**src/design/pth_pkg.sv**
```systemverilog
package pth_pkg;

  // Build-time defaults for the grid geometry
  localparam int unsigned HEX_SIZE_DEF  = 64;
  localparam int unsigned GRID_COLS_DEF = 32;
  localparam int unsigned GRID_ROWS_DEF = 32;

  // Signed quotient width: covers a 16-bit coordinate shifted by half a hex
  localparam int unsigned QUO_W = 17;
  // Cell-local coordinate width: holds 0 .. HEX_SIZE-1 for HEX_SIZE up to 256
  localparam int unsigned LOC_W = 8;

  typedef struct packed {
    logic signed [15:0] world_x;
    logic signed [15:0] world_y;
  } pth_in_t;

  typedef struct packed {
    logic       hit;
    logic [4:0] column;
    logic [4:0] row;
    logic [9:0] cell_index;
  } pth_res_t;

  // Band cell found by the dividers, before the corner fix-up
  typedef struct packed {
    logic signed [QUO_W-1:0] col;
    logic signed [QUO_W-1:0] row;
    logic [LOC_W-1:0]        lx;
    logic [LOC_W-1:0]        ly;
    logic                    odd;
  } pth_cell_t;

endpackage

```
**src/design/pixel_to_hex_cell.sv**
```systemverilog
// Pixel to hex cell lookup, pointy-top hexagons, odd rows shifted right.
//
// Input beat: start_i with in_i (world_x, world_y, signed pixels). A beat is
// taken at every clock edge where start_i is high and busy_o is low; busy_o
// is never raised, so a new coordinate pair may be issued every cycle.
// Output beat: done_o is high for exactly one cycle with res_o (hit, column,
// row, cell_index). A miss returns hit = 0 and all other fields zero.
//
// Stages: input register, reciprocal-multiply estimate for the row band and
// both column candidates, remainder correction with the odd-row column
// select, then corner-triangle fix-up and grid range check.
// Throughput: one beat per cycle; every stage is a plain pipeline register.
//
// Reset clears only the beat valid flags; data registers are not reset.
// The receiver has no back-pressure: each result is presented once and
// must be taken in that cycle.
module pixel_to_hex_cell #(
  parameter int unsigned HEX_SIZE  = pth_pkg::HEX_SIZE_DEF,
  parameter int unsigned GRID_COLS = pth_pkg::GRID_COLS_DEF,
  parameter int unsigned GRID_ROWS = pth_pkg::GRID_ROWS_DEF
) (
  input  logic              clk_i,
  input  logic              rst_ni,
  input  logic              start_i,
  output logic              busy_o,
  input  pth_pkg::pth_in_t  in_i,
  output logic              done_o,
  output pth_pkg::pth_res_t res_o
);
  import pth_pkg::*;

  localparam int unsigned ROWSTEP = HEX_SIZE * 3 / 4;

  // Beat valid flags, one per pipeline register
  logic v_in_q, v_div_q, v_cell_q, done_q;

  pth_in_t   in_q;
  pth_cell_t cell_d, cell_q;
  pth_res_t  res_d, res_q;

  logic signed [QUO_W-1:0] py, px, pxs;
  logic signed [QUO_W-1:0] row_b, col_e, col_o;
  logic [LOC_W-1:0]        ly_b, lx_e, lx_o;

  assign busy_o = 1'b0;

  // Input register
  always_ff @(posedge clk_i) begin
    if (start_i) begin
      in_q <= in_i;
    end
  end

  // Sign-extend; odd-row candidate is shifted left by half a hex
  assign py  = {in_q.world_y[15], in_q.world_y};
  assign px  = {in_q.world_x[15], in_q.world_x};
  assign pxs = px - QUO_W'(HEX_SIZE / 2);

  pth_fdiv #(.DIVISOR(ROWSTEP)) u_div_row (
    .clk_i (clk_i),
    .a_i   (py),
    .quo_o (row_b),
    .rem_o (ly_b)
  );

  pth_fdiv #(.DIVISOR(HEX_SIZE)) u_div_col_even (
    .clk_i (clk_i),
    .a_i   (px),
    .quo_o (col_e),
    .rem_o (lx_e)
  );

  pth_fdiv #(.DIVISOR(HEX_SIZE)) u_div_col_odd (
    .clk_i (clk_i),
    .a_i   (pxs),
    .quo_o (col_o),
    .rem_o (lx_o)
  );

  // Row parity picks the column candidate
  always_comb begin
    cell_d.row = row_b;
    cell_d.ly  = ly_b;
    cell_d.odd = row_b[0];
    cell_d.col = row_b[0] ? col_o : col_e;
    cell_d.lx  = row_b[0] ? lx_o  : lx_e;
  end

  always_ff @(posedge clk_i) begin
    cell_q <= cell_d;
  end

  pth_corner #(
    .HEX_SIZE  (HEX_SIZE),
    .GRID_COLS (GRID_COLS),
    .GRID_ROWS (GRID_ROWS)
  ) u_corner (
    .cell_i (cell_q),
    .res_o  (res_d)
  );

  always_ff @(posedge clk_i) begin
    res_q <= res_d;
  end

  always_ff @(posedge clk_i or negedge rst_ni) begin
    if (!rst_ni) begin
      v_in_q   <= 1'b0;
      v_div_q  <= 1'b0;
      v_cell_q <= 1'b0;
      done_q   <= 1'b0;
    end else begin
      v_in_q   <= start_i;
      v_div_q  <= v_in_q;
      v_cell_q <= v_div_q;
      done_q   <= v_cell_q;
    end
  end

  assign done_o = done_q;
  assign res_o  = res_q;

  // Every accepted beat comes out as a done_o strobe
  a_latency: assert property (@(posedge clk_i) disable iff (!rst_ni)
    start_i && !busy_o |-> ##4 done_o)
    else $error("result strobe missing four cycles after accept");

  a_no_spurious: assert property (@(posedge clk_i) disable iff (!rst_ni)
    done_o |-> $past(start_i, 4))
    else $error("result strobe without matching accepted beat");

  a_miss_zero: assert property (@(posedge clk_i) disable iff (!rst_ni)
    done_o && !res_o.hit |->
      res_o.column == 5'd0 && res_o.row == 5'd0 && res_o.cell_index == 10'd0)
    else $error("miss result carries nonzero fields");

  a_hit_index: assert property (@(posedge clk_i) disable iff (!rst_ni)
    done_o && res_o.hit |->
      res_o.cell_index == 10'(10'(res_o.column) + 10'(res_o.row) * 10'(GRID_COLS)))
    else $error("cell index does not match column and row");

endmodule

```
**src/design/pth_fdiv.sv**
```systemverilog
module pth_fdiv #(
  parameter int unsigned DIVISOR = 48
) (
  input  logic                               clk_i,
  input  logic signed [pth_pkg::QUO_W-1:0]   a_i,
  output logic signed [pth_pkg::QUO_W-1:0]   quo_o,
  output logic [pth_pkg::LOC_W-1:0]          rem_o
);
  import pth_pkg::*;

  // Bias the dividend by a multiple of the divisor so the divide is unsigned
  localparam int unsigned KOFS  = (65536 + DIVISOR - 1) / DIVISOR;
  localparam int unsigned OFS   = KOFS * DIVISOR;
  // Truncated reciprocal: estimate is low by at most one
  localparam int unsigned RECIP = (1 << QUO_W) / DIVISOR;

  logic [QUO_W:0]     biased;
  logic [QUO_W-1:0]   u_d, u_q;
  logic [2*QUO_W-1:0] prod;
  logic [QUO_W-1:0]   qe_d, qe_q;
  logic [QUO_W-1:0]   back;
  logic [QUO_W-1:0]   rem0;
  logic               fix;
  logic [QUO_W-1:0]   q_u;
  logic [QUO_W-1:0]   rem1;

  assign biased = {a_i[QUO_W-1], a_i} + (QUO_W+1)'(OFS);
  assign u_d    = biased[QUO_W-1:0];
  assign prod   = (2*QUO_W)'(u_d) * (2*QUO_W)'(RECIP);
  assign qe_d   = prod[2*QUO_W-1:QUO_W];

  always_ff @(posedge clk_i) begin
    u_q  <= u_d;
    qe_q <= qe_d;
  end

  // One correction step: remainder lies in [0, 2*DIVISOR)
  assign back  = qe_q * QUO_W'(DIVISOR);
  assign rem0  = u_q - back;
  assign fix   = rem0 >= QUO_W'(DIVISOR);
  assign q_u   = qe_q + QUO_W'(fix);
  assign rem1  = fix ? rem0 - QUO_W'(DIVISOR) : rem0;
  assign quo_o = $signed(q_u - QUO_W'(KOFS));
  assign rem_o = rem1[LOC_W-1:0];

endmodule

```
**src/design/pth_corner.sv**
```systemverilog
module pth_corner #(
  parameter int unsigned HEX_SIZE  = 64,
  parameter int unsigned GRID_COLS = 32,
  parameter int unsigned GRID_ROWS = 32
) (
  input  pth_pkg::pth_cell_t cell_i,
  output pth_pkg::pth_res_t  res_o
);
  import pth_pkg::*;

  localparam int unsigned LIM_W = LOC_W + 2;

  logic [LOC_W-1:0]        ye;
  logic [LIM_W-1:0]        ye2;
  logic [LIM_W-1:0]        lx_w;
  logic                    in_band;
  logic                    left;
  logic                    right;
  logic signed [QUO_W-1:0] col_a;
  logic signed [QUO_W-1:0] row_a;
  logic                    hit;

  assign ye      = {cell_i.ly[LOC_W-1:1], 1'b0};
  assign ye2     = {1'b0, ye, 1'b0};
  assign lx_w    = LIM_W'(cell_i.lx);
  assign in_band = ye < LOC_W'(HEX_SIZE / 4);
  assign left    = in_band && ((lx_w + ye2) < LIM_W'(HEX_SIZE / 2 - 1));
  assign right   = in_band && (lx_w > (LIM_W'(HEX_SIZE / 2) + ye2));

  // Top corners belong to the row above; column shift depends on band parity
  always_comb begin
    col_a = cell_i.col;
    row_a = cell_i.row;
    if (left) begin
      row_a = cell_i.row - QUO_W'(1);
      if (!cell_i.odd) begin
        col_a = cell_i.col - QUO_W'(1);
      end
    end else if (right) begin
      row_a = cell_i.row - QUO_W'(1);
      if (cell_i.odd) begin
        col_a = cell_i.col + QUO_W'(1);
      end
    end
  end

  assign hit = !col_a[QUO_W-1] && (col_a < $signed(QUO_W'(GRID_COLS)))
            && !row_a[QUO_W-1] && (row_a < $signed(QUO_W'(GRID_ROWS)));

  always_comb begin
    res_o = '0;
    if (hit) begin
      res_o.hit        = 1'b1;
      res_o.column     = col_a[4:0];
      res_o.row        = row_a[4:0];
      res_o.cell_index = 10'(col_a[9:0] + row_a[9:0] * 10'(GRID_COLS));
    end
  end

endmodule
```
**config.mk**
```make
export PLATFORM = sky130hd
export DESIGN_NAME = pixel_to_hex_cell
export DESIGN_NICKNAME = d
export VERILOG_FILES = /design/src/design/pth_pkg.sv /design/src/design/pixel_to_hex_cell.sv /design/src/design/pth_fdiv.sv /design/src/design/pth_corner.sv
export SDC_FILE = /design/constraint.sdc
export NUM_CORES = 1
export LEC_CHECK = 0
export ABC_AREA = 0
export ABC_CLOCK_PERIOD_IN_PS = 5950
export BUFFER_PORTS_ARGS = -buffer_cell sky130_fd_sc_hd__buf_2
export CORE_ASPECT_RATIO = 1.25
export CORE_MARGIN = 2
export CORE_UTILIZATION = 44
export CTS_CLUSTER_SIZE = 20
export DETAILED_ROUTE_END_ITERATION = 8
export GPL_TIMING_DRIVEN = 0
export HOLD_SLACK_MARGIN = 0.02
export PLACE_DENSITY = 0.73
export SLEW_MARGIN = 20
export SYNTH_ARGS = -nofsm -noshare
export SYNTH_HDL_FRONTEND = slang
export SYNTH_SLANG_ARGS = --single-unit
```
**constraint.sdc**
```tcl
create_clock -name clk_i -period 5.95 [get_ports clk_i]
set_clock_uncertainty 0.1 [all_clocks]
set_input_delay 0.2975 -clock clk_i [delete_from_list [all_inputs] [get_ports clk_i]]
set_output_delay 0.2975 -clock clk_i [all_outputs]
set_load 0.01 [all_outputs]
```
# Yosys cells after proc, flatten, opt, wreduce, memory -nomap -nowiden
# Index checks and enable logic that the tools add are counted.
dict set report classes {
  n_addsub 22
  mul 2
  order_cmp 8
  muxes 12
  reduce_logical 7
}
# cell n
set op_table {}
lappend op_table {{2-to-1 mux 17 bit} 7}
lappend op_table {{adder 17 bit, second input constant} 3}
lappend op_table {{subtractor 17 x 11 -> 17 bit, second input constant} 3}
lappend op_table {{subtractor 17 bit} 3}
lappend op_table {{>= comparator 17 x 7 -> 1 bit, second input constant} 2}
lappend op_table {{< comparator 17 x 7 -> 1 bit, second input constant} 2}
lappend op_table {{subtractor 17 x 2 -> 17 bit, second input constant} 2}
lappend op_table {{2-to-1 mux 8 bit} 4}
lappend op_table {{multiplier 17 x 11 -> 28 bit, second input constant} 1}
lappend op_table {{adder 11 x 1 -> 12 bit} 2}
lappend op_table {{2-to-1 mux 21 bit} 1}
lappend op_table {{adder 17 x 2 -> 17 bit, second input constant} 1}
lappend op_table {{>= comparator 17 x 6 -> 1 bit, second input constant} 1}
lappend op_table {{subtractor 16 x 7 -> 17 bit, second input constant} 1}
lappend op_table {{subtractor 8 x 7 -> 8 bit, second input constant} 2}
lappend op_table {{adder 12 x 1 -> 13 bit} 1}
lappend op_table {{multiplier 12 x 2 -> 13 bit, second input constant} 1}
lappend op_table {{adder 10 bit} 1}
lappend op_table {{adder 6 x 9 -> 10 bit, first input constant} 1}
lappend op_table {{adder 8 x 9 -> 10 bit} 1}
lappend op_table {{greater-than comparator 8 x 10 -> 1 bit} 1}
lappend op_table {{< comparator 10 x 5 -> 1 bit, second input constant} 1}
lappend op_table {{< comparator 8 x 5 -> 1 bit, second input constant} 1}
lappend op_table {{subtractor 8 x 6 -> 8 bit, second input constant} 1}
lappend op_table {{other kinds (2)} 7}
dict set report word_totals {
  reg_bits 193
  out_inout_bits 23
}

# Logic depth before layout (Yosys ltp)
# Gate-level depths: netlist (run 1).
dict set report depth {
  word_depth 10
  depth_mapped 27
}

# Modules after synthesis
# From an unflattened synthesis (run 1), not the netlist that was laid out.
dict set report hier_totals {
  cells_unflattened 1094
  area_unflattened_um2 11304.6
}
# mod instances cells_each area_per_inst_um2 seq_area_each_um2
set by_module_without_submodules {}
lappend by_module_without_submodules {{pth_fdiv at u_div_row} 1 550 5198.7 580.6}
lappend by_module_without_submodules {pixel_to_hex_cell 1 164 3009.1 2482.4}
lappend by_module_without_submodules {pth_corner 1 304 2123.3 0.0}
lappend by_module_without_submodules {{pth_fdiv at u_div_col_even ...} 2 38 486.7 340.3}

# Worst setup path before layout (run 1)
# No wires, ideal clock.
dict set report synth_timing {
  kind {register to register}
  startpoint {register u_div_row.qe_q[1]}
  endpoint {register cell_q[26] in the netlist's numbering}
  arrival_time_ns 5.397
  path_slack_ns 0.329
  path_stages_with_launch 26
  path_buffers 0
  period_less_slack_ns 5.621
  path_cell_list {dfxtp_1 -> ha_1 -> fa_1 -> a21o_1 -> a21oi_1 -> o21ai_0 -> a21oi_1 -> o21bai_1 -> a21oi_1 -> xor2_1 -> ha_1 -> o21ai_0 -> o21ai_0 -> a22oi_1 -> or4_1 -> nor4_1 -> o211ai_1 -> ha_1 -> ha_1 -> xor2_1 -> ha_1 -> nor2_1 -> o21ai_0 -> a21oi_1 -> o21a_1 -> or2_2}
}
# item line_no
set synth_rtl {}
lappend synth_rtl {{start: declaration} pth_fdiv.sv:20} ;# logic [QUO_W-1:0] qe_d, qe_q;
lappend synth_rtl {{start signal: assignment} pth_fdiv.sv:34} ;# qe_q <= qe_d;
lappend synth_rtl {{end signal: assignment} pixel_to_hex_cell.sv:90} ;# cell_q <= cell_d;
lappend synth_rtl {{end: declaration} pixel_to_hex_cell.sv:38} ;# pth_cell_t cell_d, cell_q;

# Worst setup path after layout (run 1)
dict set report layout_timing {
  startpoint {register in_q[8] in the netlist's numbering}
  endpoint {register u_div_row.qe_q[10]}
}
dict set report layout_between {
  elab_chain_cells 2
}
# item line_no
set layout_rtl {}
lappend layout_rtl {{start: declaration} pixel_to_hex_cell.sv:37} ;# pth_in_t in_q;
lappend layout_rtl {{start signal: assignment} pixel_to_hex_cell.sv:50} ;# in_q <= in_i;
lappend layout_rtl {{adder 17 bit} pth_fdiv.sv:27} ;# assign biased = {a_i[QUO_W-1], a_i} + (QUO_W+1)'(OFS);
lappend layout_rtl {{via u_div_row.biased[14]} pth_fdiv.sv:17} ;# logic [QUO_W:0] biased;
lappend layout_rtl {{multiplier 17 x 11 -> 28 bit} pth_fdiv.sv:29} ;# assign prod = (2*QUO_W)'(u_d) * (2*QUO_W)'(RECIP);
lappend layout_rtl {{via u_div_row.prod[27]} pth_fdiv.sv:19} ;# logic [2*QUO_W-1:0] prod;
# The timed path passes the listed nets, and every way through them passes these cells.
# A chain may end at the register's enable or synchronous reset.

==> impl_metrics.env, run 1 <==
export IMPL_worstPathArrival_ns=5.88
export IMPL_final_max_slew_viol_count=0
export IMPL_grt_pass1_wl_um=31400
export IMPL_pin_count=58
export IMPL_rows=60
export IMPL_multi_input_area_um2=6010
export IMPL_max_cap_violations=0
export IMPL_finalSetupViolations=0
export IMPL_dr_pass1_iters=5
export IMPL_critPathCaptureType="flip-flop"
export IMPL_fin_util_pct=53.7
export IMPL_grt_pass1_vias=6979
export IMPL_area_growth_pct=19.9
export IMPL_vias_per_cell=5.18
export IMPL_synth_enable_flop_cells=32
export IMPL_die_x_um=136
export IMPL_synth_warnings=0
export IMPL_syn_nets=1127
export IMPL_period_share_pct=94.6
export IMPL_cts_sinks=151
export IMPL_hp_class="input port to async pin"
export IMPL_relSlewSlack_pct=47.7
export IMPL_cts_buffer_depth=2
export IMPL_synthArstFlopShare_pct=2.65
export IMPL_initial_core_util_pct=44.8
export IMPL_die_h_um=169
export IMPL_drive_above_1_share_pct=17.5
export IMPL_io_buffer_count=56
export IMPL_tightest_slew_ns=0.784
export IMPL_synth_seq_cells=151
export IMPL_ctsHtreeMaxLevel=4
export IMPL_hpwl_um=14300
export IMPL_track_usage_pct=17.2
export IMPL_clk_latency_ns=0.43
export IMPL_grt_overflow=0
export IMPL_dominantRegCellSynth="dfxtp_1"
export IMPL_cp_max_fo=4
export IMPL_wl_per_cell_um=14.2
export IMPL_layout_nets=1253
export IMPL_n_antenna_cell=0
export IMPL_synth_cell_types=72
export IMPL_register_area_um2=3370
export IMPL_antenna_found_initial=0
export IMPL_drc_errors=0
export IMPL_critPathKind="flip-flop to flip-flop"
export IMPL_outcome="finished clean"
export IMPL_netlist_instances=902
export IMPL_hold_violations=0
export IMPL_start_kind="flip-flop"
export IMPL_core_region_area_um2=21500
export IMPL_fin_crit_ns=5.63
export IMPL_synth_area_um2=9620
export IMPL_cts_root_buf="clkbuf_16"
export IMPL_vias=6834
export IMPL_synth_avg_cell_area_um2=10.7
export IMPL_cts_clk_slew_worst_paths_ns=0.07
export IMPL_drtIter0Drc=268
export IMPL_seq_area_frac_synth_pct=35.0
export IMPL_wl_um=18800
export IMPL_nFillCells=1893
export IMPL_cts_tree="done"
export IMPL_cts_made_buffers=17
export IMPL_max_freq_mhz=178
export IMPL_ant_nets=0
export IMPL_gp_congestion=0.912
export IMPL_grt_max_degree=34
export IMPL_crit_required_ns=6.20
export IMPL_dieArea_um2=23100
## sequential cells by signal, indices dropped and copies added, names as in the netlist, 11 cells and up
name / flops
in_q: 32
u_div_col_odd.u_q: 16
res_o: 16
u_div_row.u_q: 17
u_div_row.qe_q: 12
cell_q: 41
u_div_col_even.u_q: 11
## routing by layer
layer | track usage (%) | vias to the layer above | part of all wire [%]
li1 | - | 3443 | -
met1 | 19.2 | 3208 | 41
met2 | 31.2 | 139 | 53
met3 | 3.32 | 44 | 2.4
met4 | 7.61 | 0 | 3.5
met5 | 0 | - | 0
## final timing paths
path / start / end / slack [ns] / cells after the start
setup / recovery: in_q[8] / u_div_row.qe_q[10] / 0.32 / 20
min in group clk_i: in_q[16] / u_div_col_odd.u_q[0] / 0.25 / 0
hold / removal: rst_ni / v_in_q / 0.1 / 2
setup reg to reg: in_q[8] / u_div_row.qe_q[10] / 0.32 / 20
max in group asynchronous: rst_ni / v_cell_q / 5.54 / 2
hold reg to reg: in_q[16] / u_div_col_odd.u_q[0] / 0.25 / 0
## layout by cell type, fill, tap and decap left out, types with 5 or more instances in the layout
master and instances:
a21o_1 9, nor3_2 9, buf_2 57, o211ai_1 7, fa_1 53, inv_8 5, xnor2_1 31, nand2_1 38
nor3b_1 8, dfxtp_1 113, buf_4 25, a21oi_1 34, o21a_1 7, nand3_1 16, nor2_1 41, inv_6 5
clkbuf_16 17, nor2b_1 12, inv_1 86, a211oi_1 6, clkbuf_1 7, nor3_1 24, and3_1 12, mux2_2 12
edfxtp_1 32, and2_1 6, dlygate4sd3_1 33, o21ai_0 22, xor2_1 38, a21oi_2 6, ha_1 132, nor4_1 10
nand2b_1 9
## layout make-up
cell class / instances / area share, %
well taps: 279 / 3.03
clock buffers: 17 / 3.69
inverters: 86 / 2.80
clock inverters: 15 / 1.75
flip-flops and latches: 151 / 29.2
plain buffers: 18 / 0.955
repair buffers: 107 / 6.47
multi-input cells: 647 / 52.1
## what timing repair did
| item | 4_1_cts | 5_1_grt |
|---|---|---|
| cloned | 0 | 0 |
| hold endpoints to repair | 36 | 0 |
| pin swaps | 2 | 17 |
| resized for setup | 17 | 22 |
| hold buffers | 33 | 0 |
| setup buffers | 3 | 15 |
| endpoints found under the setup margin | 17 | 17 |
## Yosys cell counts (4+ instances only)
cell	n	area (um^2)
a311oi_1	4	35.0
nand2b_1	9	56.3
dfrtp_1	4	100
o21a_1	7	52.6
nand3_1	18	90.1
a211oi_1	7	52.6
ha_1	136	1700
a21oi_1	40	200
xnor2_1	36	315
edfxtp_1	32	961
inv_1	86	323
and3_1	12	75.1
dfxtp_1	115	2300
nand4_1	4	25.0
clkbuf_1	7	26.3
nor2b_1	12	75.1
or4_1	4	30.0
nand2_1	38	143
nor2_1	45	169
and2_1	6	37.5
a21o_1	9	67.6
o211ai_1	7	52.6
fa_1	54	1080
buf_4	7	52.6
nor4_1	11	68.8
o21ai_0	26	130
or3_1	4	25.0
o211a_1	4	40.0
xor2_1	40	350
a31oi_1	4	25.0
nor3b_1	8	60.1
mux2_2	12	135
nor3_2	9	90.1
nor3_1	24	120
## critical path: stages (launching register included)
cell,delay [ns]
edfxtp_1,0.47
and3_1,0.21
nand3_2,0.18
nor2_2,0.21
xor2_2,0.21
ha_1,0.30
ha_1,0.30
inv_1,0.06
fa_1,0.54
inv_1,0.06
fa_1,0.51
fa_1,0.50
ha_1,0.35
a222oi_1,0.25
o211ai_1,0.17
a21oi_2,0.23
o211ai_1,0.16
o2111ai_1,0.19
o21ai_0,0.21
a21oi_1,0.21
xnor2_1,0.13
## metrics by stage
stage | hold slack (ns) | instance area, um^2 | worst slack [ns] | cells | TNS, ns
floorplan | -0.0981 | 9620 | 0.329 | 902 | 0
finish | 0.0974 | 11500 | 0.321 | 1320 | 0
global placement | 0.00197 | 10200 | -0.410 | 1237 | -3.24
CTS | 0.0869 | 11300 | 0.0252 | 1305 | 0
detailed placement | 0.00451 | 10200 | -0.544 | 1237 | -4.45
global route | 0.0986 | 11500 | -0.0701 | 1320 | -0.140
## logic make-up after synthesis
kind of cell               Yosys count  share of synthesized area (%)
other                                1                         0.0390
buffers and inverters              104                           4.50
DFF                                151                           35.0
AOI/OAI and AO/OA                  148                           10.6
muxes                               14                           1.61
adders and majority gates          190                           28.9
and+or+nand+nor                    218                           12.4
xor gates and xnor gates            76                           6.92
Power of run 1 is not shown: default switching activity piles up to over one toggle a cycle in this logic, so the estimate is an artifact.
==> run 2: changes to the inputs <==
Settings changed: GPL_TIMING_DRIVEN 0 to not set.
==> run 2 against run 1 <==
Compared with the run above:
- global-route usage is 0.43 points higher
- wire length grew 0.72%
- final cell count decreased by 1.5%
- register-to-register slack improved by 0.02 ns
- flip-flop and latch count did not move
- critical path depth increased by 4
- design area decreased by 1.9%
==> impl_metrics.env, run 2 (same netlist as run 1, synthesis figures left out) <==
export IMPL_outcome="finished clean"
export IMPL_setup_tns_ns=0
export IMPL_timing_reg2reg_worst_path_depth=24
export IMPL_final_max_slew_viol_count=0
export IMPL_core_region_area_um2=21500
export IMPL_layout_nets=1233
export IMPL_path_common_cell="a21oi_2"
export IMPL_drtIter0Drc=380
export IMPL_initial_core_util_pct=44.8
export IMPL_rsz0062_at_grt="no"
export IMPL_antenna_found_initial=0
export IMPL_finalSetupViolations=0
export IMPL_gp_congestion=0.894
export IMPL_vias=6819
export IMPL_die_h_um=169
export IMPL_drive_above_1_share_pct=15.2
export IMPL_grt_pass1_vias=6886
export IMPL_dr_pass1_iters=6
export IMPL_layout_common_cells="ha_1, dfxtp_1, inv_1, buf_2, fa_1"
export IMPL_wl_um=18900
export IMPL_cts_buffer_depth=2
export IMPL_endpoint="cell_q[33]"
export IMPL_dp_cells=1233
export IMPL_grt_max_degree=34
export IMPL_cp_top_family="compound AO/OA/AOI/OAI gates"
export IMPL_nFillCells=1911
export IMPL_hpwl_um=14700
export IMPL_critPathCaptureType="flip-flop"
export IMPL_track_usage_pct=17.6
export IMPL_pin_count=58
export IMPL_wl_per_cell_um=14.5
export IMPL_path_cells="ha_1 > fa_1 > a21o_1 > a21oi_2 > o21ai_0 > a21oi_2 > o21bai_1 > a21oi_2 > xor2_1 > ha_2 > a211oi_1 > a22oi_1 > or4_1 > nor4_1 > o211ai_1 > ha_2 > ha_1 > xor2_2 > a21oi_1 > o21ai_1 > a21oi_1 > o21a_1 > o21a_1 > and2_1"
export IMPL_r2r_setup_slack_ns=0.34
export IMPL_start_kind="flip-flop"
export IMPL_drc_errors=0
export IMPL_period_share_pct=94.2
export IMPL_worstPathArrival_ns=5.82
export IMPL_cp_slowest_cell="or4_1"
export IMPL_area_growth_pct=17.6
export IMPL_critPathKind="flip-flop to flip-flop"
export IMPL_critPathBufInv=0
export IMPL_max_cap_violations=0
export IMPL_grt_pass1_wl_um=32100
export IMPL_ant_nets=0
export IMPL_die_x_um=136
export IMPL_io_buffer_count=56
export IMPL_clk_latency_ns=0.43
export IMPL_tightest_slew_ns=0.788
export IMPL_hold_violations=0
export IMPL_placed_area_um2=10200
export IMPL_rows=60
export IMPL_top_regs="cell_q: 41 flops, in_q: 32 flops, u_div_row.u_q: 17 flops"
export IMPL_cp_startpoint="u_div_row.qe_q[0]"
export IMPL_fin_crit_ns=5.61
export IMPL_cts_sinks=151
export IMPL_vias_per_cell=5.25
export IMPL_cts_tree="done"
export IMPL_reg2reg_from="u_div_row.qe_q[0]"
export IMPL_largest_register_ffs=41
export IMPL_max_freq_mhz=178
export IMPL_max_stage_delay_ns=0.52
export IMPL_cts_root_buf="clkbuf_16"
export IMPL_cp_max_fo=7
export IMPL_final_cells=1300
export IMPL_hp_class="input port to async pin"
export IMPL_n_antenna_cell=0
export IMPL_regMostFlops="cell_q"
export IMPL_cts_clk_slew_worst_paths_ns=0.07
export IMPL_worstReg2RegEnd="cell_q[33]"
export IMPL_ctsHtreeMaxLevel=4
export IMPL_crit_required_ns=6.17
export IMPL_relSlewSlack_pct=47.5
export IMPL_grt_overflow=0
export IMPL_dieArea_um2=23100
export IMPL_final_common_cell="ha_1"
export IMPL_cts_made_buffers=17
export IMPL_final_area_um2=11300
export IMPL_fin_util_pct=52.7
export IMPL_path_depth=24
==> run 2: changes by cell type in the layout (fill, tap and decap cells not counted), moves of 3 or more <==
cell      delta
nor2_1       +3
xnor2_1      +3
nor2_2       -3
clkbuf_1     -6
xnor2_4      -4
buf_4        -9
==> run 2: metal layers <==
metal  up-vias  GRT usage, %  routed length (um)
met1      3235          19.9                7750
met5         -             0                   0
met3        42          3.02                 546
met4         0          7.07                 544
li1       3391             -                   -
met2       151          32.3               10100
==> run 2: stage by stage <==
step	setup slack, ns	hold slack, ns
5_1_grt	0.00692	0.108
3_5_place_dp	-0.0167	0.00469
4_1_cts	0.0469	0.0776
6_report	0.342	0.104
2_1_floorplan	0.329	-0.0981
3_3_place_gp	0.199	0.00203
==> run 2: worst reg2reg max path, cell delays in order (launching register included) <==
cell and delay, ns:
dfxtp_1 0.35, ha_1 0.25, fa_1 0.41, a21o_1 0.18
a21oi_2 0.16, o21ai_0 0.11, a21oi_2 0.15, o21bai_1 0.08
a21oi_2 0.19, xor2_1 0.19, ha_2 0.34, a211oi_1 0.25
a22oi_1 0.10, or4_1 0.52, nor4_1 0.27, o211ai_1 0.17
ha_2 0.23, ha_1 0.22, xor2_2 0.19, a21oi_1 0.11
o21ai_1 0.22, a21oi_1 0.13, o21a_1 0.21, o21a_1 0.20
and2_1 0.16
==> run 2: worst min path at each step <==
stage / cells after the start / startpoint / end
finish: 2 / rst_ni / v_div_q
global route: 2 / rst_ni / v_div_q
CTS: 2 / rst_ni / v_in_q
detailed placement: 1 / rst_ni / v_in_q
global placement: 1 / rst_ni / v_in_q
floorplan: 0 / rst_ni / done_o
==> run 2: final cells by class <==
| type | count | area (um^2) | share of cell area (%) |
|---|---|---|---|
| inverter | 86 | 323 | 2.85 |
| sequential | 151 | 3360 | 29.7 |
| timing repair buffer | 105 | 731 | 6.46 |
| clock buffer | 18 | 429 | 3.80 |
| clock inverter | 14 | 206 | 1.83 |
| tap | 279 | 349 | 3.09 |
| multi-input combinational | 647 | 5910 | 52.2 |
==> run 2: what timing repair did <==
action / CTS / global route
resized for setup: 1 / 18
pin swaps: 0 / 6
hold buffers: 33 / 0
buffers inserted: 0 / 2
setup endpoints to repair: 4 / 15
endpoints found under the hold margin: 36 / 0
cloned: 0 / 0
Power of run 2 is left out for the same reason.
==> run 3: changes to the inputs <==
Settings changed: CORE_ASPECT_RATIO 1.25 to not set.
==> run 3 against run 2 <==
Compared with the run above:
- global-route usage fell by 0.65 points
- design area decreased by 0.85%
- setup slack worse by 0.042 ns
- die area hardly changed
- count of clock-buffer cells in the layout decreased by 1
- critical path type unchanged
- largest cell class unchanged
- highest routed layer unchanged
==> impl_metrics.env, run 3 (same netlist as run 1, synthesis figures left out) <==
export IMPL_layout_nets=1233
export IMPL_cts_root_buf="clkbuf_16"
export IMPL_initial_core_util_pct=44.5
export IMPL_n_antenna_cell=0
export IMPL_drtIter0Drc=378
export IMPL_vias=6768
export IMPL_hpwl_um=14700
export IMPL_finalSetupViolations=0
export IMPL_io_buffer_count=56
export IMPL_vias_per_cell=5.20
export IMPL_die_x_um=152
export IMPL_rows=54
export IMPL_grt_max_degree=34
export IMPL_die_h_um=152
export IMPL_critPathCaptureType="flip-flop"
export IMPL_max_freq_mhz=177
export IMPL_cts_made_buffers=17
export IMPL_ant_nets=0
export IMPL_critPathKind="flip-flop to flip-flop"
export IMPL_hold_violations=0
export IMPL_wl_um=19100
export IMPL_final_max_slew_viol_count=0
export IMPL_start_kind="flip-flop"
export IMPL_layout_common_cells="ha_1, dfxtp_1, inv_1, buf_2, fa_1"
export IMPL_gp_congestion=0.881
export IMPL_ctsHtreeMaxLevel=4
export IMPL_grt_pass1_vias=6863
export IMPL_outcome="finished clean"
export IMPL_worstPathArrival_ns=5.86
export IMPL_register_area_um2=3370
export IMPL_hp_class="input port to async pin"
export IMPL_dieArea_um2=23100
export IMPL_timing_reg2reg_worst_path_depth=24
export IMPL_core_region_area_um2=21600
export IMPL_rsz0062_at_grt="no"
export IMPL_crit_required_ns=6.16
export IMPL_nFillCells=1909
export IMPL_final_common_cell="ha_1"
export IMPL_cts_sinks=151
export IMPL_regMostFlops="cell_q"
export IMPL_largest_register_ffs=41
export IMPL_cts_tree="done"
export IMPL_cts_buffer_depth=2
export IMPL_dr_pass1_iters=4
export IMPL_max_cap_violations=0
export IMPL_multi_input_area_um2=5900
export IMPL_antenna_found_initial=0
export IMPL_cp_max_fo=4
export IMPL_track_usage_pct=16.9
export IMPL_drive_above_1_share_pct=15.2
export IMPL_grt_overflow=0
export IMPL_period_share_pct=94.9
export IMPL_tightest_slew_ns=0.810
export IMPL_wl_per_cell_um=14.7
export IMPL_pin_count=58
export IMPL_top_regs="cell_q: 41 flops, in_q: 32 flops, u_div_row.u_q: 17 flops"
export IMPL_clk_latency_ns=0.43
export IMPL_r2r_setup_slack_ns=0.30
export IMPL_hold_slack_ns=0.0944
export IMPL_cts_clk_slew_worst_paths_ns=0.07
export IMPL_fin_crit_ns=5.65
export IMPL_relSlewSlack_pct=46.0
export IMPL_grt_pass1_wl_um=31800
export IMPL_drc_errors=0
export IMPL_area_growth_pct=16.6
-- run 3: routing by layer --
metal / global-route usage, % / vias to the layer above / wire, um / share of wire (%)
li1: - / 3386 / - / -
met1: 20.4 / 3202 / 8530 / 45
met2: 29.6 / 147 / 9380 / 49
met3: 3.57 / 33 / 746 / 3.9
met4: 6.59 / 0 / 422 / 2.2
met5: 0 / - / 0 / 0
-- run 3: path summary, 6_finish.rpt --
| path | to | startpoint |
|---|---|---|
| worst min register to register | cell_q[10] | u_div_col_odd.u_q[1] |
| max in group asynchronous | v_div_q | rst_ni |
| worst max register to register | cell_q[26] | u_div_row.qe_q[1] |
| worst max-delay path | cell_q[26] | u_div_row.qe_q[1] |
| min in group clk_i | cell_q[10] | u_div_col_odd.u_q[1] |
| worst min-delay path | v_cell_q | rst_ni |
-- run 3: worst max-delay path, cell delays in order (launching register included) --
cell and delay [ns]:
dfxtp_2 0.35, ha_2 0.21, fa_2 0.37, a21o_1 0.18, a21oi_2 0.16, o21ai_0 0.11, a21oi_2 0.17, o21bai_1 0.10
a21oi_2 0.19, xor2_1 0.20, ha_1 0.29, a211oi_1 0.25, a22oi_1 0.12, or4_1 0.53, nor4_1 0.28, o211ai_1 0.19
ha_2 0.24, ha_1 0.21, xor2_1 0.20, ha_1 0.21, nor2_1 0.06, o21ai_1 0.17, a21oi_1 0.12, o21a_1 0.21
or2_2 0.29
-- run 3: layout make-up --
type	count	share of cell area (%)
Inverter	86	2.88
Sequential cell	151	30.0
Tap cell	280	3.12
Clock buffer	17	3.79
Multi-Input combinational cell	647	52.6
Clock inverter	15	1.03
Timing Repair Buffer	105	6.52
-- run 3: repair_timing --
item / 4_1_cts / 5_1_grt
buffers inserted: 3 / 1
setup endpoints to repair: 7 / 15
pin swaps: 2 / 4
hold buffers: 33 / 0
endpoints found under the hold margin: 36 / 0
resized for setup: 4 / 17
-- run 3: stage by stage --
stage	cell area [um^2]	TNS [ns]	std cells	worst slack (ns)	utilization, %
after floorplan	9620	0	902	0.329	-
after global placement	10200	0	1232	0.133	47.3
after detailed placement	10200	-0.716	1232	-0.125	47.3
after CTS	11100	0	1300	0.0462	51.5
after global routing	11200	0	1301	0.000680	51.9
final	11200	0	1301	0.301	51.9
Power of run 3 is left out for the same reason.
